$ cat src/windowed_duty_cycle_heater_gate_core_defines.svh
// Assertion macros for the heater gate core.
`ifndef WINDOWED_DUTY_CYCLE_HEATER_GATE_CORE_DEFINES_SVH
`define WINDOWED_DUTY_CYCLE_HEATER_GATE_CORE_DEFINES_SVH

`ifndef SYNTHESIS

`define WDCHG_ASSERT_NOW(label, prop) \
  label: assert property (@(posedge clk) disable iff (rst) (prop)) \
    else $error("wdchg assertion failed");

`define WDCHG_ASSERT_NEXT(label, ante, cons) \
  label: assert property (@(posedge clk) disable iff (rst) (ante) |=> (cons)) \
    else $error("wdchg assertion failed");

`else

`define WDCHG_ASSERT_NOW(label, prop)

`define WDCHG_ASSERT_NEXT(label, ante, cons)

`endif

`endif

$ cat src/wdchg_pkg.sv
package wdchg_pkg;

  localparam int CFG_IDX_W = 3;

  localparam logic [CFG_IDX_W-1:0] CFG_WINDOW_LIMIT = 3'd0;
  localparam logic [CFG_IDX_W-1:0] CFG_SPLIT_TEMP   = 3'd1;
  localparam logic [CFG_IDX_W-1:0] CFG_LOW_RISE     = 3'd2;
  localparam logic [CFG_IDX_W-1:0] CFG_HIGH_RISE    = 3'd3;
  localparam logic [CFG_IDX_W-1:0] CFG_UPSWING      = 3'd4;

  localparam logic [16:0] DUTY_ONE  = 17'd65536;
  localparam int          DIV_STEPS = 17;

  typedef struct packed {
    logic load;
    logic add;
    logic sub;
    logic chk;
    logic div_step;
    logic fin;
  } cmd_t;

  typedef struct packed {
    logic div_short;
  } status_t;

endpackage

$ cat src/windowed_duty_cycle_heater_gate_core.sv
// Windowed duty-cycle heater gate. Each check item (time, temperature, requested
// duty) updates the windowed on-time and recorded duty, checks for an
// unresponsive heater and returns one result item with the new heater drive.
// A check skips the division when the duty quotient is settled early (empty window,
// nonpositive on-time or a quotient at the cap) and otherwise runs the 17-step
// restoring divider that forms on-time / window length.
// A new check is taken once the previous one has reached the output register,
// and the result register holds its item until it is taken.
module windowed_duty_cycle_heater_gate_core
  import wdchg_pkg::*;
(
  input  logic                 clk,
  input  logic                 rst,
  input  logic                 cfg_we,
  input  logic [CFG_IDX_W-1:0] cfg_index,
  input  logic [31:0]          cfg_data,
  input  logic                 check_valid,
  output logic                 check_ready,
  input  logic [31:0]          now_ms,
  input  logic signed [15:0]   heater_temperature,
  input  logic [16:0]          requested_duty,
  output logic                 result_valid,
  input  logic                 result_ready,
  output logic                 heater_on,
  output logic [16:0]          recorded_duty_out,
  output logic                 fault_active,
  output logic                 fault_raised
);

  cmd_t    cmd;
  status_t status;

  wdchg_ctrl u_ctrl (
    .clk          (clk),
    .rst          (rst),
    .check_valid  (check_valid),
    .check_ready  (check_ready),
    .result_valid (result_valid),
    .result_ready (result_ready),
    .status       (status),
    .cmd          (cmd)
  );

  wdchg_dp u_dp (
    .clk                (clk),
    .rst                (rst),
    .cfg_we             (cfg_we),
    .cfg_index          (cfg_index),
    .cfg_data           (cfg_data),
    .cmd                (cmd),
    .status             (status),
    .now_ms             (now_ms),
    .heater_temperature (heater_temperature),
    .requested_duty     (requested_duty),
    .heater_on          (heater_on),
    .recorded_duty_out  (recorded_duty_out),
    .fault_active       (fault_active),
    .fault_raised       (fault_raised)
  );

endmodule

$ cat src/wdchg_ctrl.sv
`include "windowed_duty_cycle_heater_gate_core_defines.svh"

module wdchg_ctrl
  import wdchg_pkg::*;
(
  input  logic    clk,
  input  logic    rst,
  input  logic    check_valid,
  output logic    check_ready,
  output logic    result_valid,
  input  logic    result_ready,
  input  status_t status,
  output cmd_t    cmd
);

  typedef enum logic [2:0] {
    S_IDLE,
    S_ADD,
    S_SUB,
    S_CHK,
    S_DIV,
    S_FIN
  } state_t;

  state_t     state;
  logic [4:0] cnt;

  assign check_ready = (state == S_IDLE);

  always_comb begin
    cmd          = '0;
    cmd.load     = check_valid && check_ready;
    cmd.add      = (state == S_ADD);
    cmd.sub      = (state == S_SUB);
    cmd.chk      = (state == S_CHK);
    cmd.div_step = (state == S_DIV);
    cmd.fin      = (state == S_FIN) && (!result_valid || result_ready);
  end

  always_ff @(posedge clk) begin
    if (rst) begin
      state        <= S_IDLE;
      cnt          <= '0;
      result_valid <= 1'b0;
    end else begin
      if (cmd.fin) begin
        result_valid <= 1'b1;
      end else if (result_valid && result_ready) begin
        result_valid <= 1'b0;
      end
      unique case (state)
        S_IDLE: begin
          if (cmd.load) begin
            state <= S_ADD;
          end
        end
        S_ADD: state <= S_SUB;
        S_SUB: state <= S_CHK;
        S_CHK: begin
          cnt <= 5'(DIV_STEPS - 1);
          if (status.div_short) begin
            state <= S_FIN;
          end else begin
            state <= S_DIV;
          end
        end
        S_DIV: begin
          if (cnt == '0) begin
            state <= S_FIN;
          end else begin
            cnt <= cnt - 5'd1;
          end
        end
        S_FIN: begin
          if (cmd.fin) begin
            state <= S_IDLE;
          end
        end
        default: state <= S_IDLE;
      endcase
    end
  end

  `WDCHG_ASSERT_NEXT(a_fin_shows_item, cmd.fin, result_valid && state == S_IDLE)
  `WDCHG_ASSERT_NEXT(a_div_ends, state == S_DIV && cnt == '0, state == S_FIN)
  `WDCHG_ASSERT_NOW(a_item_from_fin, $rose(result_valid) |-> $past(state == S_FIN))
  `WDCHG_ASSERT_NEXT(a_load_starts, cmd.load, state == S_ADD && !check_ready)

endmodule

$ cat src/wdchg_dp.sv
module wdchg_dp
  import wdchg_pkg::*;
(
  input  logic                 clk,
  input  logic                 rst,
  input  logic                 cfg_we,
  input  logic [CFG_IDX_W-1:0] cfg_index,
  input  logic [31:0]          cfg_data,
  input  cmd_t                 cmd,
  output status_t              status,
  input  logic [31:0]          now_ms,
  input  logic signed [15:0]   heater_temperature,
  input  logic [16:0]          requested_duty,
  output logic                 heater_on,
  output logic [16:0]          recorded_duty_out,
  output logic                 fault_active,
  output logic                 fault_raised
);

  localparam logic signed [50:0] WIDE_MAX = 51'sd140737488355327;
  localparam logic signed [50:0] WIDE_MIN = -51'sd140737488355328;

  function automatic logic signed [47:0] sat48(input logic signed [50:0] v);
    if (v > WIDE_MAX) begin
      return WIDE_MAX[47:0];
    end else if (v < WIDE_MIN) begin
      return WIDE_MIN[47:0];
    end
    return v[47:0];
  endfunction

  logic [31:0]        window_length_limit;
  logic signed [15:0] split_temperature;
  logic signed [15:0] low_rise_limit;
  logic signed [15:0] high_rise_limit;
  logic signed [15:0] upswing_threshold;

  logic [31:0]        last_check_time;
  logic [31:0]        window_span;
  logic signed [47:0] prorata_on_time;
  logic [16:0]        recorded_duty;
  logic               heater_state;
  logic signed [15:0] last_temperature;
  logic               fault_latched;

  logic [31:0]        now_r;
  logic [31:0]        delta;
  logic signed [15:0] temp_r;
  logic [16:0]        req_r;
  logic [48:0]        prod;
  logic [47:0]        rem;
  logic [48:0]        dvs;
  logic [16:0]        quot;
  logic               zero_r;
  logic               cap_r;

  logic signed [50:0] sum_add;
  logic signed [50:0] sum_sub;
  logic [32:0]        span_sum;
  logic               div_zero;
  logic               div_cap;
  logic               div_ge;
  logic [16:0]        duty_next;
  logic signed [16:0] diff;
  logic signed [15:0] lim;
  logic               latched_next;
  logic               on_next;

  assign sum_add  = {{3{prorata_on_time[47]}}, prorata_on_time} + $signed({3'b000, delta, 16'h0});
  assign sum_sub  = {{3{prorata_on_time[47]}}, prorata_on_time} - $signed({2'b00, prod});
  assign span_sum = {1'b0, window_span} + {1'b0, delta};
  assign div_zero = (window_span == '0) || prorata_on_time[47] || (prorata_on_time == '0);
  assign div_cap  = {1'b0, prorata_on_time} >= {window_span, 17'h0};
  assign div_ge   = {1'b0, rem} >= dvs;
  assign status.div_short = div_zero || div_cap;

  always_comb begin
    if (zero_r) begin
      duty_next = '0;
    end else if (cap_r || (quot[16] && (quot[15:0] != '0))) begin
      duty_next = DUTY_ONE;
    end else begin
      duty_next = quot;
    end
    diff = 17'(temp_r) - 17'(last_temperature);
    lim  = (temp_r < split_temperature) ? low_rise_limit : high_rise_limit;
    latched_next = fault_latched;
    if (heater_state && !fault_latched && (diff <= 17'(lim))) begin
      latched_next = !(diff >= 17'(upswing_threshold));
    end
    on_next = (req_r != '0) && (duty_next <= req_r);
  end

  always_ff @(posedge clk) begin
    if (rst) begin
      window_length_limit <= 32'd30000;
      split_temperature   <= 16'sd960;
      low_rise_limit      <= '0;
      high_rise_limit     <= '0;
      upswing_threshold   <= 16'sd16;
    end else if (cfg_we) begin
      unique case (cfg_index)
        CFG_WINDOW_LIMIT: window_length_limit <= cfg_data;
        CFG_SPLIT_TEMP:   split_temperature   <= cfg_data[15:0];
        CFG_LOW_RISE:     low_rise_limit      <= cfg_data[15:0];
        CFG_HIGH_RISE:    high_rise_limit     <= cfg_data[15:0];
        CFG_UPSWING:      upswing_threshold   <= cfg_data[15:0];
        default: ;
      endcase
    end
  end

  always_ff @(posedge clk) begin
    if (rst) begin
      last_check_time  <= '0;
      window_span      <= '0;
      prorata_on_time  <= '0;
      recorded_duty    <= '0;
      heater_state     <= 1'b0;
      last_temperature <= '0;
      fault_latched    <= 1'b0;
    end else begin
      if (cmd.add) begin
        if (heater_state) begin
          prorata_on_time <= sat48(sum_add);
        end
        if (window_span < window_length_limit) begin
          window_span <= span_sum[32] ? '1 : span_sum[31:0];
        end
      end
      if (cmd.sub) begin
        prorata_on_time <= sat48(sum_sub);
      end
      if (cmd.fin) begin
        last_check_time  <= now_r;
        last_temperature <= temp_r;
        recorded_duty    <= duty_next;
        heater_state     <= on_next;
        fault_latched    <= latched_next;
      end
    end
  end

  always_ff @(posedge clk) begin
    if (cmd.load) begin
      now_r  <= now_ms;
      temp_r <= heater_temperature;
      req_r  <= requested_duty;
      delta  <= now_ms - last_check_time;
    end
    if (cmd.add) begin
      prod <= 49'(recorded_duty) * 49'(delta);
    end
    if (cmd.chk) begin
      zero_r <= div_zero;
      cap_r  <= div_cap;
      rem    <= prorata_on_time[47:0];
      dvs    <= {1'b0, window_span, 16'h0};
      quot   <= '0;
    end
    if (cmd.div_step) begin
      if (div_ge) begin
        rem <= rem - dvs[47:0];
      end
      quot <= {quot[15:0], div_ge};
      dvs  <= dvs >> 1;
    end
    if (cmd.fin) begin
      heater_on         <= on_next;
      recorded_duty_out <= duty_next;
      fault_active      <= latched_next;
      fault_raised      <= latched_next && !fault_latched;
    end
  end

endmodule
$ cat config.mk
export PLATFORM = sky130hd
export DESIGN_NAME = windowed_duty_cycle_heater_gate_core
export DESIGN_NICKNAME = d
export VERILOG_FILES = /design/src/wdchg_pkg.sv /design/src/windowed_duty_cycle_heater_gate_core.sv /design/src/wdchg_ctrl.sv /design/src/wdchg_dp.sv
export VERILOG_INCLUDE_DIRS = /design/src /design/src/src
export SDC_FILE = /design/constraint.sdc
export NUM_CORES = 2
export LEC_CHECK = 0
export BUFFER_PORTS_ARGS = -buffer_cell sky130_fd_sc_hd__buf_4
export CORE_ASPECT_RATIO = 1.1
export CORE_MARGIN = 2
export CORE_UTILIZATION = 45
export DETAILED_ROUTE_END_ITERATION = 16
export PLACE_DENSITY_LB_ADDON = 0.08
export SYNTH_ARGS = -nofsm -noshare
export SYNTH_HDL_FRONTEND = slang
export SYNTH_SLANG_ARGS = --single-unit
$ cat constraint.sdc
create_clock -name clk -period 11.1 [get_ports clk]
set_input_delay 1.665 -clock clk [delete_from_list [all_inputs] [get_ports clk]]
set_output_delay 1.665 -clock clk [all_outputs]
set_load 0.01 [all_outputs]
# == Yosys cells after proc, flatten, opt, wreduce, memory -nomap -nowiden ==
# Index checks and enable logic that the tools add are counted.
# word_totals
elab_cells,137
ff_bits,533
output_inout_bits,22
# op_classes
n_reduce_logical,36
n_lt_le_gt_ge,11
multipliers,1
n_mux,39
addsub,7
n_eq_ne,13
# ops
operator,count
48-bit 2-to-1 mux,13
51-bit by 48-bit greater-than comparator with 1-bit output (second input constant),2
51-bit by 48-bit < comparator with 1-bit output (second input constant),2
17-bit 2-to-1 mux,4
48-bit by 50-bit subtractor with 51-bit output,1
48-bit by 49-bit adder with 50-bit output,1
48-bit by 49-bit greater-or-equal comparator with 1-bit output,1
17-bit by 32-bit multiplier with 49-bit output,1
48-bit greater-or-equal comparator,1
48-bit logical NOT,1
48-bit subtractor,1
47-bit 2-to-1 mux,1
32-bit by 32-bit adder with 33-bit output,1
32-bit logical NOT,1
32-bit < comparator,1
32-bit 2-to-1 mux,1
32-bit subtractor,1
3-bit case mux with 6 select lines,1
17-bit by 16-bit greater-or-equal comparator with 1-bit output,1
17-bit by 16-bit less-or-equal comparator with 1-bit output,1
17-bit less-or-equal comparator,1
17-bit nonzero test,1
16-bit by 16-bit subtractor with 17-bit output,1
16-bit < comparator,1
other kinds (20),66

# == Logic depth before layout (Yosys ltp) ==
# logic_depth
depth_word,11
depth_mapped,26

# == By module ==
# Synthesis repeated with hierarchy kept, for this count alone.
# unflattened
cells_unflattened,5759
hier_area_um2,50624.8
# modules_own_cells
mod,instances,cells_per_inst,area_per_inst_um2
wdchg_dp,1,5699,50108.1
wdchg_ctrl,1,60,516.7

# == Least setup slack after synthesis ==
# Ideal clock, no wire load.
# synth_timing
path_kind,register -> register
startpoint,register u_dp.delta[7]
endpoint,"register u_dp.prod[45], data pin"
t_required_ns,10.836
slack_ns,4.480
path_stages_with_launch,25
period_less_slack_ns,6.620
n_path_buf,2
t_arrival_ns,6.356
cell_sequence,edfxtp_1 > clkbuf_1 > nand2_1 > fa_1 > inv_1 > fa_1 > fa_1 > fa_1 > fa_1 > inv_1 > fa_1 > inv_1 > ha_1 > clkbuf_1 > nand3_1 > nor2_1 > o21bai_1 > a2111oi_0 > o21ai_0 > a211oi_1 > o31ai_1 > a21oi_1 > o21ai_0 > a31oi_1 > xor2_1
# synth_between
elab_chain_len,1
# synth_rtl
item,line_no,rtl
from (decl),wdchg_dp.sv:47,logic [31:0] delta;
from (signal assigned),wdchg_dp.sv:149,delta <= now_ms - last_check_time;
17-bit by 32-bit multiplier with 49-bit output,wdchg_dp.sv:152,prod <= 49'(recorded_duty) * 49'(delta);
to (signal assigned),wdchg_dp.sv:152,
to (decl),wdchg_dp.sv:50,logic [48:0] prod;
# Every way passes these cells.
# A chain may end at the register's enable or synchronous reset.

# == Worst setup path in the final report ==
# layout_timing
startpoint,register u_dp.delta[11]
endpoint,"register u_dp.prod[47], data pin"
# Same word-level chain as after synthesis.

==> impl_metrics.sql <==
INSERT INTO impl_metrics (metric_group, metric, value, unit) VALUES
('logic_synthesis', 'synth.net_count', '6873', ''),
('power_and_ir_drop', 'ir_drop', '149.2', 'µV'),
('grt', 'gr-usage-all-layers', '26.41', '%'),
('die', 'die_w', '325.0', 'µm'),
('place', 'preCtsSetupSlack', '2.958', 'ns'),
('sta', 'clock_skew', '0.03835', 'ns'),
('critical_path', 'crit_path_start_kind', 'flop', ''),
('sta', 'period_share', '76.58', '%'),
('place', 'io_buffers', '126', ''),
('final_layout', 'instances_no_fill', '7434', ''),
('hold_path', 'path_class_of_the_lowest_slack_min_delay_path', 'flop to flop', ''),
('clock_tree', 'clock-root-buffer', 'sky130_fd_sc_hd__clkbuf_16', ''),
('sta', 'fin_ws', '2.599', 'ns'),
('clock_tree', 'post_cts_resized', '0', ''),
('grt', 'pin_count_of_the_biggest_net_entering_global_routing', '78', ''),
('job', 'timing.max_cap.violations', '0', ''),
('sta', 'maxSlewHeadroom', '23.08', '%'),
('critical_path', 'critical_path_peak_fanout', '19', ''),
('logic_synthesis', 'yosysMostFrequentCell', 'sky130_fd_sc_hd__nand2_1', ''),
('logic_synthesis', 'synthDominantAreaCellType', 'sky130_fd_sc_hd__fa_1', ''),
('clock_tree', 'cts_inserted_buffers', '69', ''),
('place', 'dp_cells', '7304', ''),
('clock_tree', 'clock_input_transition_at_the_sequential_cells_of_the_worst_setup_and_hold_paths', '0.06', 'ns'),
('sta', 'max_freq', '117.6', 'MHz'),
('die', 'core_region_area', '112500', 'µm²'),
('logic_synthesis', 'synth.yosys.warnings', '0', ''),
('final_layout', 'area_growth_syn_to_layout', '9.361', '%'),
('sta', 'worst-slew-pin-transition', '1.125', 'ns'),
('grt', 'vias_in_the_first_global_route', '41340', ''),
('sta', 'hold-worst-slack', '0.4505', 'ns'),
('grt', 'grt_antenna_before_repair', '2', ''),
('clock_tree', 'clkSinkCount', '533', ''),
('logic_synthesis', 'synth_commonest_cells', 'sky130_fd_sc_hd__nand2_1, sky130_fd_sc_hd__inv_1, sky130_fd_sc_hd__ha_1', ''),
('detailed_routing', 'via_per_inst', '5.477', ''),
('logic_synthesis', 'synth_top_cells_by_area', 'sky130_fd_sc_hd__fa_1, sky130_fd_sc_hd__edfxtp_1, sky130_fd_sc_hd__dfxtp_1, sky130_fd_sc_hd__ha_1, sky130_fd_sc_hd__nand2_1', ''),
('logic_synthesis', 'synth_area_per_cell', '8.716', 'µm²'),
('final_layout', 'finish.net_count', '6892', ''),
('logic_synthesis', 'synth.top_cell.area_share', '17.86', '%'),
('logic_synthesis', 'synth_enable_flop_cells', '233', ''),
('logic_synthesis', 'syn_area', '50990', 'µm²'),
('power_and_ir_drop', 'leakagePower', '25.56', 'nW'),
('logic_synthesis', 'synth-seq-area-share', '25.50', '%'),
('detailed_routing', 'postRouteAntennaNets', '0', ''),
('sta', 'final_period_minus_worst_setup_slack', '8.501', 'ns'),
('detailed_routing', 'drt_first_iter_violations', '2649', ''),
('run_status', 'run_status', 'finished clean', ''),
('logic_synthesis', 'post_synth_inst_count', '5850', ''),
('final_layout', 'layout.core_utilization', '49.57', '%'),
('clock_tree', 'cts_tree', 'yes', ''),
('logic_synthesis', 'synth-async-reset-ratio', '0', '%'),
('place', 'gpl.final_weighted_congestion', '0.9278', ''),
('clock_tree', 'insertion_delay', '0.69', 'ns'),
('sta', 'setup-violations-final', '0', ''),
('final_layout', 'final_layout_size_suffix_gt1_share', '6.024', '%'),
('die', 'top_level_ports', '127', ''),
('critical_path', 'cp.arrival', '8.91', 'ns'),
('power_and_ir_drop', 'power.density_cell_area', '180.4', 'nW/µm²'),
('logic_synthesis', 'seq_cells_post_synth', '533', ''),
('sta', 'hold_viol', '0', ''),
('die', 'start_util', '45.32', '%'),
('clock_tree', 'max-clock-path-buffers', '3', ''),
('die', 'std_cell_rows', '129', ''),
('critical_path', 'critical_path_class', 'flop to flop', ''),
('logic_synthesis', 'synth_cell_type_count', '84', ''),
('clock_tree', 'postCtsHoldBufs', '0', ''),
('place', 'placed_wire_length_estimate_after_detailed_placement', '115.8', 'mm'),
('detailed_routing', 'totalWireLength', '152.0', 'mm'),
('logic_synthesis', 'synthFlopType', 'sky130_fd_sc_hd__dfxtp_1', ''),
('grt', 'grt_pass1_wl', '239.5', 'mm'),
('sta', 'fin_setup_tns', '0', 'ns'),
('grt', 'overflow_after_grt', '0', '');
==> placed cells by master (no fill, tap or decap), types with 54 or more instances in the layout <==
master,synthesis,layout
sky130_fd_sc_hd__dfxtp_1,300,299
sky130_fd_sc_hd__clkbuf_16,0,72
sky130_fd_sc_hd__fa_1,455,455
sky130_fd_sc_hd__edfxtp_1,233,233
sky130_fd_sc_hd__a21oi_1,446,445
sky130_fd_sc_hd__nand4_1,54,54
sky130_fd_sc_hd__nand3_1,68,67
sky130_fd_sc_hd__inv_1,861,859
sky130_fd_sc_hd__nor2_1,253,251
sky130_fd_sc_hd__xnor2_1,124,124
sky130_fd_sc_hd__xor2_1,87,87
sky130_fd_sc_hd__mux2i_1,110,110
sky130_fd_sc_hd__a21o_1,185,185
sky130_fd_sc_hd__nor3_1,62,62
sky130_fd_sc_hd__buf_4,6,178
sky130_fd_sc_hd__o21ai_0,201,201
sky130_fd_sc_hd__and2_1,265,264
sky130_fd_sc_hd__ha_1,463,463
sky130_fd_sc_hd__nand2_1,873,871
==> per-stage QoR <==
step | power [mW] | area [µm²]
2_1_floorplan | 6.185 | 50990
3_3_place_gp | 7.615 | 53350
3_5_place_dp | 7.654 | 53350
4_1_cts | 10.10 | 55760
5_1_grt | 10.74 | 55760
6_report | 10.06 | 55760
==> sequential cells by signal, summed over array words and instances, names as in the netlist, 17 cells and up <==
name	count
u_dp.dvs	48
u_dp.rem	48
u_dp.req_r	17
u_dp.quot	17
u_dp.prorata_on_time	48
u_dp.window_span	32
u_dp.delta	32
u_dp.recorded_duty	17
u_dp.last_check_time	32
u_dp.prod	49
u_dp.now_r	32
u_dp.window_length_limit	32
u_dp.recorded_duty_out	17
==> cell type report <==
type,count,area [µm²]
Timing Repair Buffer,179,1348
Multi-Input combinational cell,4223,33870
Clock inverter,39,524.3
Inverter,863,3239
Sequential cell,533,13000
Antenna cell,2,5.005
Tap cell,1506,1884
Fill cell,10950,56740
Clock buffer,89,1886
==> layer usage <==
metal / wire (µm) / vias up / track usage, %
met1: 65810 / 20030 / 33.57
met3: 6768 / 239 / 3.200
met5: 0 / - / 0
li1: - / 19530 / -
met2: 74640 / 929 / 46.54
met4: 4785 / 0 / 8.954
==> power breakdown <==
part           total (mW)  internal [mW]  switching [mW]
logic                4.57           1.79            2.78
registers            3.10           2.49           0.611
clock network        2.40           1.41           0.984
==> final timing paths <==
path,start,end,depth (start not counted),slack (ns)
max,u_dp.delta[11],u_dp.prod[47],21,2.60
min,u_dp.last_check_time[24],u_dp.last_check_time[24],2,0.45
max reg2reg,u_dp.delta[11],u_dp.prod[47],21,2.60
min reg2reg,u_dp.last_check_time[24],u_dp.last_check_time[24],2,0.45
==> worst max-delay path, cell delays in order (launching register included) <==
cell                        delay (ns)
sky130_fd_sc_hd__edfxtp_1         1.11
sky130_fd_sc_hd__nand2_1          0.19
sky130_fd_sc_hd__fa_1             0.58
sky130_fd_sc_hd__inv_1            0.05
sky130_fd_sc_hd__fa_1             0.53
sky130_fd_sc_hd__fa_1             0.44
sky130_fd_sc_hd__fa_1             0.52
sky130_fd_sc_hd__fa_1             0.57
sky130_fd_sc_hd__inv_1            0.06
sky130_fd_sc_hd__fa_1             0.52
sky130_fd_sc_hd__inv_1            0.04
sky130_fd_sc_hd__ha_1             0.39
sky130_fd_sc_hd__nand4_1          0.21
sky130_fd_sc_hd__o21bai_1         0.21
sky130_fd_sc_hd__a2111oi_0        0.97
sky130_fd_sc_hd__o21ai_0          0.42
sky130_fd_sc_hd__a211oi_1         0.58
sky130_fd_sc_hd__nor3_1           0.11
sky130_fd_sc_hd__o21ai_0          0.26
sky130_fd_sc_hd__a21oi_1          0.15
sky130_fd_sc_hd__o21ai_0          0.23
sky130_fd_sc_hd__xnor2_1          0.08
==> cells by family after synthesis <==
logic type | count (synthesis) | synth area share [%]
xor+xnor | 211 | 3.624
buf+inv | 1094 | 8.196
mux | 115 | 2.270
compound gates | 1195 | 14.98
simple gates | 1784 | 16.21
flops | 533 | 25.50
fa+ha+maj | 918 | 29.22
(Power assumes the default switching activity.)
